--- config.mk ---
export PLATFORM = sky130hd
export DESIGN_NAME = block_chain_alloc_table
export DESIGN_NICKNAME = d
export VERILOG_FILES = /design/src/rtl/bcat_pkg.sv /design/src/rtl/bcat_mem.sv /design/src/rtl/bcat_ctrl.sv /design/src/rtl/block_chain_alloc_table.sv
export SDC_FILE = /design/constraint.sdc
export NUM_CORES = 2
export LEC_CHECK = 0
export BUFFER_PORTS_ARGS = -buffer_cell sky130_fd_sc_hd__buf_2
export CORE_MARGIN = 4
export CORE_UTILIZATION = 55
export DETAILED_ROUTE_END_ITERATION = 7
export PLACE_DENSITY = 0.71
export SYNTH_ARGS = -nofsm -noshare
export SYNTH_HDL_FRONTEND = slang
export SYNTH_SLANG_ARGS = --single-unit
--- constraint.sdc ---
create_clock -name clk_i -period 8.8 [get_ports clk_i]
set_input_delay 0.44 -clock clk_i [delete_from_list [all_inputs] [get_ports clk_i]]
set_output_delay 0.44 -clock clk_i [all_outputs]
set_load 0.1 [all_outputs]
--- src/rtl/bcat_pkg.sv ---
// Package with shared types and constants for the block chain allocation table.
package bcat_pkg;

  localparam logic [7:0] LinkFree = 8'h03;
  localparam logic [7:0] LinkEnd = 8'h01;

  typedef enum logic [2:0] {
    FUNC_LOAD = 3'd0,
    FUNC_ALLOC = 3'd1,
    FUNC_FREE = 3'd2,
    FUNC_COUNT = 3'd3,
    FUNC_NTH = 3'd4,
    FUNC_QUERY = 3'd5
  } func_e;

  typedef enum logic [2:0] {
    ST_OK = 3'd0,
    ST_BAD_ARG = 3'd1,
    ST_FREE_END = 3'd2,
    ST_CORRUPT = 3'd3,
    ST_NO_SPACE = 3'd4
  } status_e;

  typedef struct packed {
    logic [2:0] func;
    logic [6:0] index;
    logic [7:0] value;
    logic [6:0] amount;
  } req_t;

  typedef struct packed {
    logic [2:0] status;
    logic [6:0] result_value;
    logic [7:0] checksum;
    logic       table_valid;
  } rsp_t;

endpackage

--- src/rtl/bcat_mem.sv ---
// Link table memory with one write port and one registered read port.
module bcat_mem import bcat_pkg::*; #(
  parameter int AW = 7
) (
  input  logic          clk_i,
  input  logic          we_i,
  input  logic [AW-1:0] waddr_i,
  input  logic [7:0]    wdata_i,
  input  logic [AW-1:0] raddr_i,
  output logic [7:0]    rdata_o
);

  logic [7:0] mem_q [2**AW];

  always_ff @(posedge clk_i) begin
    if (we_i) begin
      mem_q[waddr_i] <= wdata_i;
    end
    rdata_o <= mem_q[raddr_i];
  end

endmodule

--- src/rtl/bcat_ctrl.sv ---
// Sequencer that runs each operation over the link table memory.
module bcat_ctrl import bcat_pkg::*; #(
  parameter int TableEntries = 128,
  parameter int FirstDataBlock = 5,
  parameter int MaxWalk = 123
) (
  input  logic  clk_i,
  input  logic  rst_ni,
  input  logic  req_valid_i,
  output logic  req_ready_o,
  input  req_t  req_i,
  output logic  rsp_valid_o,
  input  logic  rsp_ready_i,
  output rsp_t  rsp_o
);

  localparam int AW = $clog2(TableEntries);
  localparam int CW = AW + 1;
  localparam logic [CW-1:0] Last = CW'(TableEntries - 1);
  localparam logic [CW-1:0] First = CW'(FirstDataBlock);
  localparam logic [6:0] MaxWalkC = 7'(MaxWalk);
  localparam logic [7:0] FormatSum = 8'((TableEntries - FirstDataBlock) * int'(LinkFree));

  typedef enum logic [10:0] {
    S_INIT   = 11'b00000000001,
    S_IDLE   = 11'b00000000010,
    S_DISP   = 11'b00000000100,
    S_ASCAN  = 11'b00000001000,
    S_WALK   = 11'b00000010000,
    S_FREE   = 11'b00000100000,
    S_SUMRD  = 11'b00001000000,
    S_SUM    = 11'b00010000000,
    S_E0RD   = 11'b00100000000,
    S_E0     = 11'b01000000000,
    S_OUT    = 11'b10000000000
  } state_e;

  state_e state_q, state_d;
  req_t req_q, req_d;
  logic [CW-1:0] ptr_q, ptr_d;
  logic [AW-1:0] cur_q, cur_d;
  logic [6:0] steps_q, steps_d;
  logic [6:0] tally_q, tally_d;
  logic [7:0] last_q, last_d;
  logic [7:0] sum_q, sum_d, acc_q, acc_d;
  logic [6:0] free_q, free_d, fcnt_q, fcnt_d;
  logic [2:0] st_q, st_d;
  logic [6:0] res_q, res_d;
  logic upd_q, upd_d;
  logic valid_q, valid_d;
  logic rsp_v_q, rsp_v_d;
  rsp_t rsp_q, rsp_d;

  logic we;
  logic [AW-1:0] waddr, raddr;
  logic [7:0] wdata, rdata;

  bcat_mem #(.AW(AW)) u_mem (
    .clk_i(clk_i), .we_i(we), .waddr_i(waddr), .wdata_i(wdata),
    .raddr_i(raddr), .rdata_o(rdata)
  );

  function automatic logic is_data(input logic [7:0] b);
    is_data = (b >= 8'(FirstDataBlock)) && (b < 8'(TableEntries));
  endfunction

  always_comb begin
    state_d = state_q; req_d = req_q; ptr_d = ptr_q; cur_d = cur_q;
    steps_d = steps_q; tally_d = tally_q; last_d = last_q; sum_d = sum_q;
    acc_d = acc_q; free_d = free_q; fcnt_d = fcnt_q; st_d = st_q;
    res_d = res_q; upd_d = upd_q; valid_d = valid_q;
    rsp_v_d = rsp_v_q; rsp_d = rsp_q;
    we = 1'b0; waddr = '0; wdata = '0; raddr = cur_q;
    if (rsp_v_q && rsp_ready_i) begin
      rsp_v_d = 1'b0;
    end
    case (state_q)
      S_INIT: begin
        we = 1'b1; waddr = ptr_q[AW-1:0];
        wdata = (ptr_q == '0) ? FormatSum : LinkFree;
        ptr_d = ptr_q + 1'b1;
        if (ptr_q == Last) begin
          state_d = S_IDLE;
        end
      end
      S_IDLE: begin
        if (req_valid_i) begin
          req_d = req_i; st_d = ST_OK; res_d = '0; upd_d = 1'b0;
          state_d = S_DISP;
        end
      end
      S_DISP: begin
        ptr_d = First; cur_d = req_q.index[AW-1:0]; steps_d = 7'd1;
        tally_d = req_q.amount; last_d = LinkEnd; state_d = S_E0RD;
        raddr = req_q.index[AW-1:0];
        case (req_q.func)
          FUNC_LOAD: begin
            if (req_q.index >= 7'(TableEntries - 1) && TableEntries < 128
                && req_q.index > 7'(TableEntries - 1)) begin
              st_d = ST_BAD_ARG;
            end else begin
              we = 1'b1; waddr = req_q.index[AW-1:0]; wdata = req_q.value;
              ptr_d = First; acc_d = '0; fcnt_d = '0; state_d = S_SUMRD;
            end
          end
          FUNC_ALLOC: begin
            if (req_q.amount == '0) st_d = ST_BAD_ARG;
            else if (req_q.amount > free_q) st_d = ST_NO_SPACE;
            else begin
              raddr = First[AW-1:0]; state_d = S_ASCAN;
            end
          end
          FUNC_FREE, FUNC_COUNT, FUNC_NTH: begin
            if (!is_data({1'b0, req_q.index}) ||
                (req_q.func == FUNC_NTH && req_q.amount > MaxWalkC)) begin
              st_d = ST_BAD_ARG;
            end else if (req_q.func == FUNC_NTH && req_q.amount == '0) begin
              res_d = req_q.index;
            end else begin
              state_d = S_WALK;
            end
          end
          FUNC_QUERY: res_d = free_q;
          default: st_d = ST_BAD_ARG;
        endcase
      end
      S_ASCAN: begin
        raddr = ptr_q[AW-1:0] + 1'b1;
        if (rdata == LinkFree) begin
          we = 1'b1; waddr = ptr_q[AW-1:0]; wdata = last_q;
          last_d = 8'(ptr_q); tally_d = tally_q - 1'b1;
        end
        ptr_d = ptr_q + 1'b1;
        if ((rdata == LinkFree && tally_q == 7'd1) || ptr_q == Last) begin
          res_d = (rdata == LinkFree) ? 7'(ptr_q) : last_q[6:0];
          upd_d = 1'b1; ptr_d = First; acc_d = '0; fcnt_d = '0;
          state_d = S_SUMRD;
        end
      end
      S_WALK: begin
        raddr = rdata[AW-1:0];
        steps_d = steps_q + 1'b1;
        cur_d = rdata[AW-1:0];
        if (req_q.func == FUNC_NTH) begin
          if (rdata == LinkEnd || rdata == LinkFree) begin
            st_d = ST_FREE_END; state_d = S_E0RD;
          end else if (!is_data(rdata)) begin
            st_d = ST_CORRUPT; state_d = S_E0RD;
          end else if (steps_q == req_q.amount) begin
            res_d = rdata[6:0]; state_d = S_E0RD;
          end
        end else if (rdata == LinkEnd) begin
          res_d = steps_q;
          if (req_q.func == FUNC_FREE) begin
            cur_d = req_q.index[AW-1:0]; raddr = req_q.index[AW-1:0];
            tally_d = steps_q; state_d = S_FREE;
          end else begin
            state_d = S_E0RD;
          end
        end else if (rdata == LinkFree) begin
          st_d = ST_FREE_END; state_d = S_E0RD;
        end else if (!is_data(rdata) || steps_q == MaxWalkC) begin
          st_d = ST_CORRUPT; state_d = S_E0RD;
        end
      end
      S_FREE: begin
        we = 1'b1; waddr = cur_q; wdata = LinkFree;
        raddr = rdata[AW-1:0]; cur_d = rdata[AW-1:0];
        tally_d = tally_q - 1'b1;
        if (tally_q == 7'd1) begin
          upd_d = 1'b1; ptr_d = First; acc_d = '0; fcnt_d = '0;
          state_d = S_SUMRD;
        end
      end
      S_SUMRD: begin
        raddr = ptr_q[AW-1:0]; ptr_d = ptr_q + 1'b1; state_d = S_SUM;
      end
      S_SUM: begin
        raddr = ptr_q[AW-1:0]; ptr_d = ptr_q + 1'b1;
        acc_d = acc_q + rdata;
        fcnt_d = fcnt_q + 7'(rdata == LinkFree);
        if (ptr_q == Last + 1'b1) begin
          sum_d = acc_q + rdata; free_d = fcnt_q + 7'(rdata == LinkFree);
          state_d = S_E0RD;
        end
      end
      S_E0RD: begin
        raddr = '0;
        if (upd_q) begin
          we = 1'b1; waddr = '0; wdata = sum_q;
        end
        state_d = S_E0;
      end
      S_E0: begin
        raddr = '0;
        valid_d = upd_q ? 1'b1 : (rdata == sum_q);
        state_d = S_OUT;
      end
      S_OUT: begin
        if (!rsp_v_q || rsp_ready_i) begin
          rsp_v_d = 1'b1;
          rsp_d.status = st_q;
          rsp_d.result_value = res_q;
          rsp_d.checksum = sum_q;
          rsp_d.table_valid = valid_q;
          state_d = S_IDLE;
        end
      end
      default: state_d = S_IDLE;
    endcase
  end

  always_ff @(posedge clk_i or negedge rst_ni) begin
    if (!rst_ni) begin
      state_q <= S_INIT; ptr_q <= '0; sum_q <= FormatSum;
      free_q <= 7'(TableEntries - FirstDataBlock);
      rsp_v_q <= 1'b0; valid_q <= 1'b1; upd_q <= 1'b0;
    end else begin
      state_q <= state_d; ptr_q <= ptr_d; sum_q <= sum_d; free_q <= free_d;
      rsp_v_q <= rsp_v_d; valid_q <= valid_d; upd_q <= upd_d;
    end
  end

  always_ff @(posedge clk_i) begin
    req_q <= req_d; cur_q <= cur_d; steps_q <= steps_d; tally_q <= tally_d;
    last_q <= last_d; acc_q <= acc_d; fcnt_q <= fcnt_d; st_q <= st_d;
    res_q <= res_d; rsp_q <= rsp_d;
  end

  assign req_ready_o = (state_q == S_IDLE);
  assign rsp_valid_o = rsp_v_q;
  assign rsp_o = rsp_q;

  a_onehot: assert property (@(posedge clk_i) disable iff (!rst_ni) $onehot(state_q))
    else $error("state not one-hot");
  a_hold: assert property (@(posedge clk_i) disable iff (!rst_ni)
    rsp_v_q && !rsp_ready_i |=> rsp_v_q) else $error("result dropped");
  a_out: assert property (@(posedge clk_i) disable iff (!rst_ni)
    state_q == S_OUT && !rsp_v_q |=> rsp_v_q) else $error("result lost");
  a_walk: assert property (@(posedge clk_i) disable iff (!rst_ni)
    state_q == S_WALK |-> steps_q != '0) else $error("walk count zero");

endmodule

--- src/rtl/block_chain_alloc_table.sv ---
// Top level of the block chain allocation table with stream ports.
// An item that neither walks nor changes the table passes dispatch, the entry 0 checksum
// write or check and the output stage; an allocate adds a scan of up to all data blocks,
// a chain walk follows up to MAX_WALK links, a free walks the chain and then releases it,
// and any table change adds a checksum pass over the data blocks; one table read per cycle.
// One item is in flight at a time; the next can be accepted in the same cycle that the
// result is presented. After reset a formatting pass over all TABLE_ENTRIES accepts no item.
module block_chain_alloc_table import bcat_pkg::*; #(
  parameter int TABLE_ENTRIES = 128,
  parameter int FIRST_DATA_BLOCK = 5,
  parameter int MAX_WALK = 123
) (
  input  logic        clk_i,
  input  logic        rst_ni,
  input  logic        s_axis_tvalid_i,
  output logic        s_axis_tready_o,
  input  logic [31:0] s_axis_tdata_i, // func, index, value, amount
  output logic        m_axis_tvalid_o,
  input  logic        m_axis_tready_i,
  output logic [23:0] m_axis_tdata_o  // status, result_value, checksum, table_valid
);

  req_t req;
  rsp_t rsp;

  assign req.func = s_axis_tdata_i[2:0];
  assign req.index = s_axis_tdata_i[9:3];
  assign req.value = s_axis_tdata_i[17:10];
  assign req.amount = s_axis_tdata_i[24:18];

  bcat_ctrl #(
    .TableEntries(TABLE_ENTRIES), .FirstDataBlock(FIRST_DATA_BLOCK), .MaxWalk(MAX_WALK)
  ) u_ctrl (
    .clk_i(clk_i), .rst_ni(rst_ni),
    .req_valid_i(s_axis_tvalid_i), .req_ready_o(s_axis_tready_o), .req_i(req),
    .rsp_valid_o(m_axis_tvalid_o), .rsp_ready_i(m_axis_tready_i), .rsp_o(rsp)
  );

  assign m_axis_tdata_o = {5'b0, rsp.table_valid, rsp.checksum, rsp.result_value, rsp.status};

endmodule
==> impl_metrics.toml <==
[global_routing]
antenna_found_initial = 0
grt_overflow_total = 0
grt_usage = 0.268
grt_first_pass_wirelength_um = 192000
grt_pass1_vias = 30600
grt_max_degree = 165

[die]
dieHeight_um = 305
rows = 108
initial_core_util = 0.557
core-area_um2 = 87200
die_area_um2 = 93100
chipWidth_um = 305
pin_count = 62

[clock_tree]
ctsLongestPathBuffers = 3
clk_latency_ns = 0.70
clockRootBuffer = "clkbuf_16"
cts-resized-gates = 0
clock-sinks = 1167
post_cts_buffers = 0
numCtsBuffers = 115
cts_tree = "built"
clk_pin_slew_worst_paths_ns = 0.06
htreeDepth = 3

[logic_synthesis]
synth_commonest_cells = "1122 x edfxtp_1, 891 x nand2_1, 274 x nand3_1"
avgSynthCellArea_um2 = 12.7
netlist.area_leader.share = 0.694
synthFlopType = "edfxtp_1"
synth-seq-cells = 1167
synth-async-reset-ratio = 0.0317
yosysSeqAreaShare = 0.716
syn_inst = 3814
netlist_area_um2 = 48600
yosysMostFrequentCell = "edfxtp_1"
yosys_warnings = 0
synth.distinct_cells = 82
synth_edf_count = 1122
synth_area_leaders = "edfxtp_1 69%, nand2_1 6.9%, nand3_1 2.8%"
synth.largest_area_cell = "edfxtp_1"

[power]
powerDensity_nw_per_um2 = 297
vdd_drop_max_mv = 0.264
p_leak_nw = 19.3

[routing]
finalWirelength_um = 128000
wl_per_cell_um = 25.2
drc = 14
vias = 32200
vias_per_cell = 6.33
first_pass_iters = 8
antenna_left = 0
initialDrtViolationCount = 4410

[worst_setup_path]
crit_path_max_fanout = 18
slowest_stage = "nor4_1"
required_ns = 9.39
path_buf_inv = 1
crit_chain = "nor4_4 > nand4_2 > inv_2 > nand3_1 > a31oi_1 > o22a_1 > nor2_1 > a32oi_1 > a31oi_1 > nor4_1 > nand4_1 > a2111oi_2"
critPathTopFamily = "simple AND/OR/NAND/NOR gates"
endpoint_kind = "flip-flop"
crit_type = "flip-flop to flip-flop"
cp.arrival_ns = 6.67
crit_top_cell = "a31oi_1"
cp-start-kind = "flip-flop"
max_stage_delay_ns = 0.87

[placement]
gp_congestion = 0.922
numPortBuffers = 49
hpwl_um = 77100
post_dp_cell_area_um2 = 49800

[hold_path]
min_path_type = "input pin to flip-flop"

[timing]
finalHoldViolCount = 0
hold-worst-slack_ns = 0.0534
fmax_mhz = 164
timing.final.crit_share = 0.691
tns_ns = 0
worst_pin_slew_ns = 1.32
skew_ns = 0.0307
setup_viol = 0
min_period_ns = 6.08
rsz0062_at_grt = "false"
drv_slew = 0
slew_headroom = 0.115

[finish]
design_area_um2 = 53600
n_antenna_cell = 0
syn2layout_area_growth_pct = 10.4
drive_gt1_frac = 0.0793
final_nets = 3895
fill_cells = 6553

[flow_run]
maxCapViolCount = 0

[outcome]
failed_checks = "DRC"
outcome = "finished with violations"
cell usage in the layout (no fill, tap or decap), drive strengths merged, types with 7 or more instances in the layout:
master,synthesis,routed
a22oi,62,62
o211ai,12,12
o21ai,74,74
nor3,15,15
edfxtp,1122,1122
and3,27,27
xnor2,16,16
xor2,23,23
dfxtp,8,8
nor2b,55,55
clkinv,0,46
nor2,242,242
dlygate4sd3,0,26
a222oi,9,9
o31ai,14,14
a22o,10,10
ha,21,21
dfstp,12,12
nand2,891,891
clkbuf,83,152
and2,16,16
nand3b,7,7
a21oi,226,226
a221oi,57,57
nand4,20,20
nand3,275,275
a311oi,42,42
a31oi,36,36
buf,147,106
nor4,49,49
o22ai,28,28
a2111oi,9,9
a32oi,13,13
dfrtp,25,25
inv,31,36
mux2i,51,51
logic make-up (layout without fill, tap and decap cells):
logic type / after synthesis / in the layout / synth area share
mux: 51 / 51 / 0.0105
other cells: 1 / 5 / 0.0000772
xor+xnor: 39 / 39 / 0.00703
fa+ha+maj: 22 / 22 / 0.00582
buf+inv: 261 / 375 / 0.0245
flops: 1167 / 1167 / 0.716
compound gates: 642 / 642 / 0.0890
simple gates: 1631 / 1631 / 0.147
timing repair:
action                                  CTS  global route
hold buffers                             26             0
endpoints found under the setup margin    0             0
hold endpoints to repair                 50             0
layout make-up:
class / instances / area, µm² / share of cell area
clock buffers: 152 / 3080 / 0.0574
repair buffers: 132 / 1030 / 0.0193
well taps: 1155 / 1450 / 0.0269
clock inverters: 60 / 450 / 0.00840
flip-flops and latches: 1167 / 34800 / 0.649
inverters: 31 / 121 / 0.00226
multi-input cells: 2390 / 12700 / 0.237
worst paths after layout:
| check | slack (ns) | depth (start not counted) | to | from |
|---|---|---|---|---|
| max | 2.72 | 12 | u_ctrl.u_mem.rdata_o[0]$_DFF_P_ | u_ctrl.state_q[1]$_DFFE_PN0P_ |
| min | 0.05 | 2 | u_ctrl.state_q[2]$_DFFE_PN0P_ | s_axis_tvalid_i |
| max reg2reg | 2.72 | 12 | u_ctrl.u_mem.rdata_o[0]$_DFF_P_ | u_ctrl.state_q[1]$_DFFE_PN0P_ |
| min reg2reg | 0.42 | 0 | u_ctrl.rsp_o[16]$_DFFE_PP_ | u_ctrl.st_q[0]$_DFFE_PP_ |
| max in group asynchronous | 7.77 | 2 | u_ctrl.ptr_q[2]$_DFFE_PN0P_ | rst_ni |
| min in group asynchronous | 0.44 | 2 | u_ctrl.sum_q[3]$_DFFE_PN0P_ | rst_ni |
per-layer routing:
layer  vias up  wire length, µm  global-route usage
met3       293            12900              0.0451
met2      1800            59100               0.415
li1      14200                -                   -
met4         0             5340               0.103
met1     15900            51000               0.388
met5         -                0                   0
state kept, by name, indices dropped and copies added, names as in the netlist, 7 cells and up:
signal                cells
u_ctrl.fcnt_q             7
u_ctrl.last_q             8
u_ctrl.u_mem.mem_q     1024
u_ctrl.req_q             25
u_ctrl.acc_q              8
u_ctrl.sum_q              8
u_ctrl.state_q           11
u_ctrl.steps_q            7
u_ctrl.rsp_o             19
u_ctrl.free_q             7
u_ctrl.tally_q            7
u_ctrl.ptr_q              8
u_ctrl.u_mem.rdata_o      8
u_ctrl.res_q              7
u_ctrl.cur_q              7
through the flow:
stage | worst slack [ns] | power, mW | utilization | cells
floorplan | 4.38 | 9.62 | - | 3818
global placement | 3.04 | 11.2 | 0.572 | 4849
detailed placement | 2.94 | 11.3 | 0.572 | 4849
CTS | 2.92 | 15.8 | 0.615 | 5087
global route | 2.55 | 16.5 | 0.615 | 5087
finish | 2.72 | 15.9 | 0.615 | 5087
power by group:
group	total [mW]	switching, mW	internal (mW)
Combinational	4.85	3.57	1.28
Sequential	6.43	0.199	6.23
Clock	4.63	2.03	2.60
Total	15.9	5.80	10.1
No activity file was read; power rests on OpenSTA's default activity.
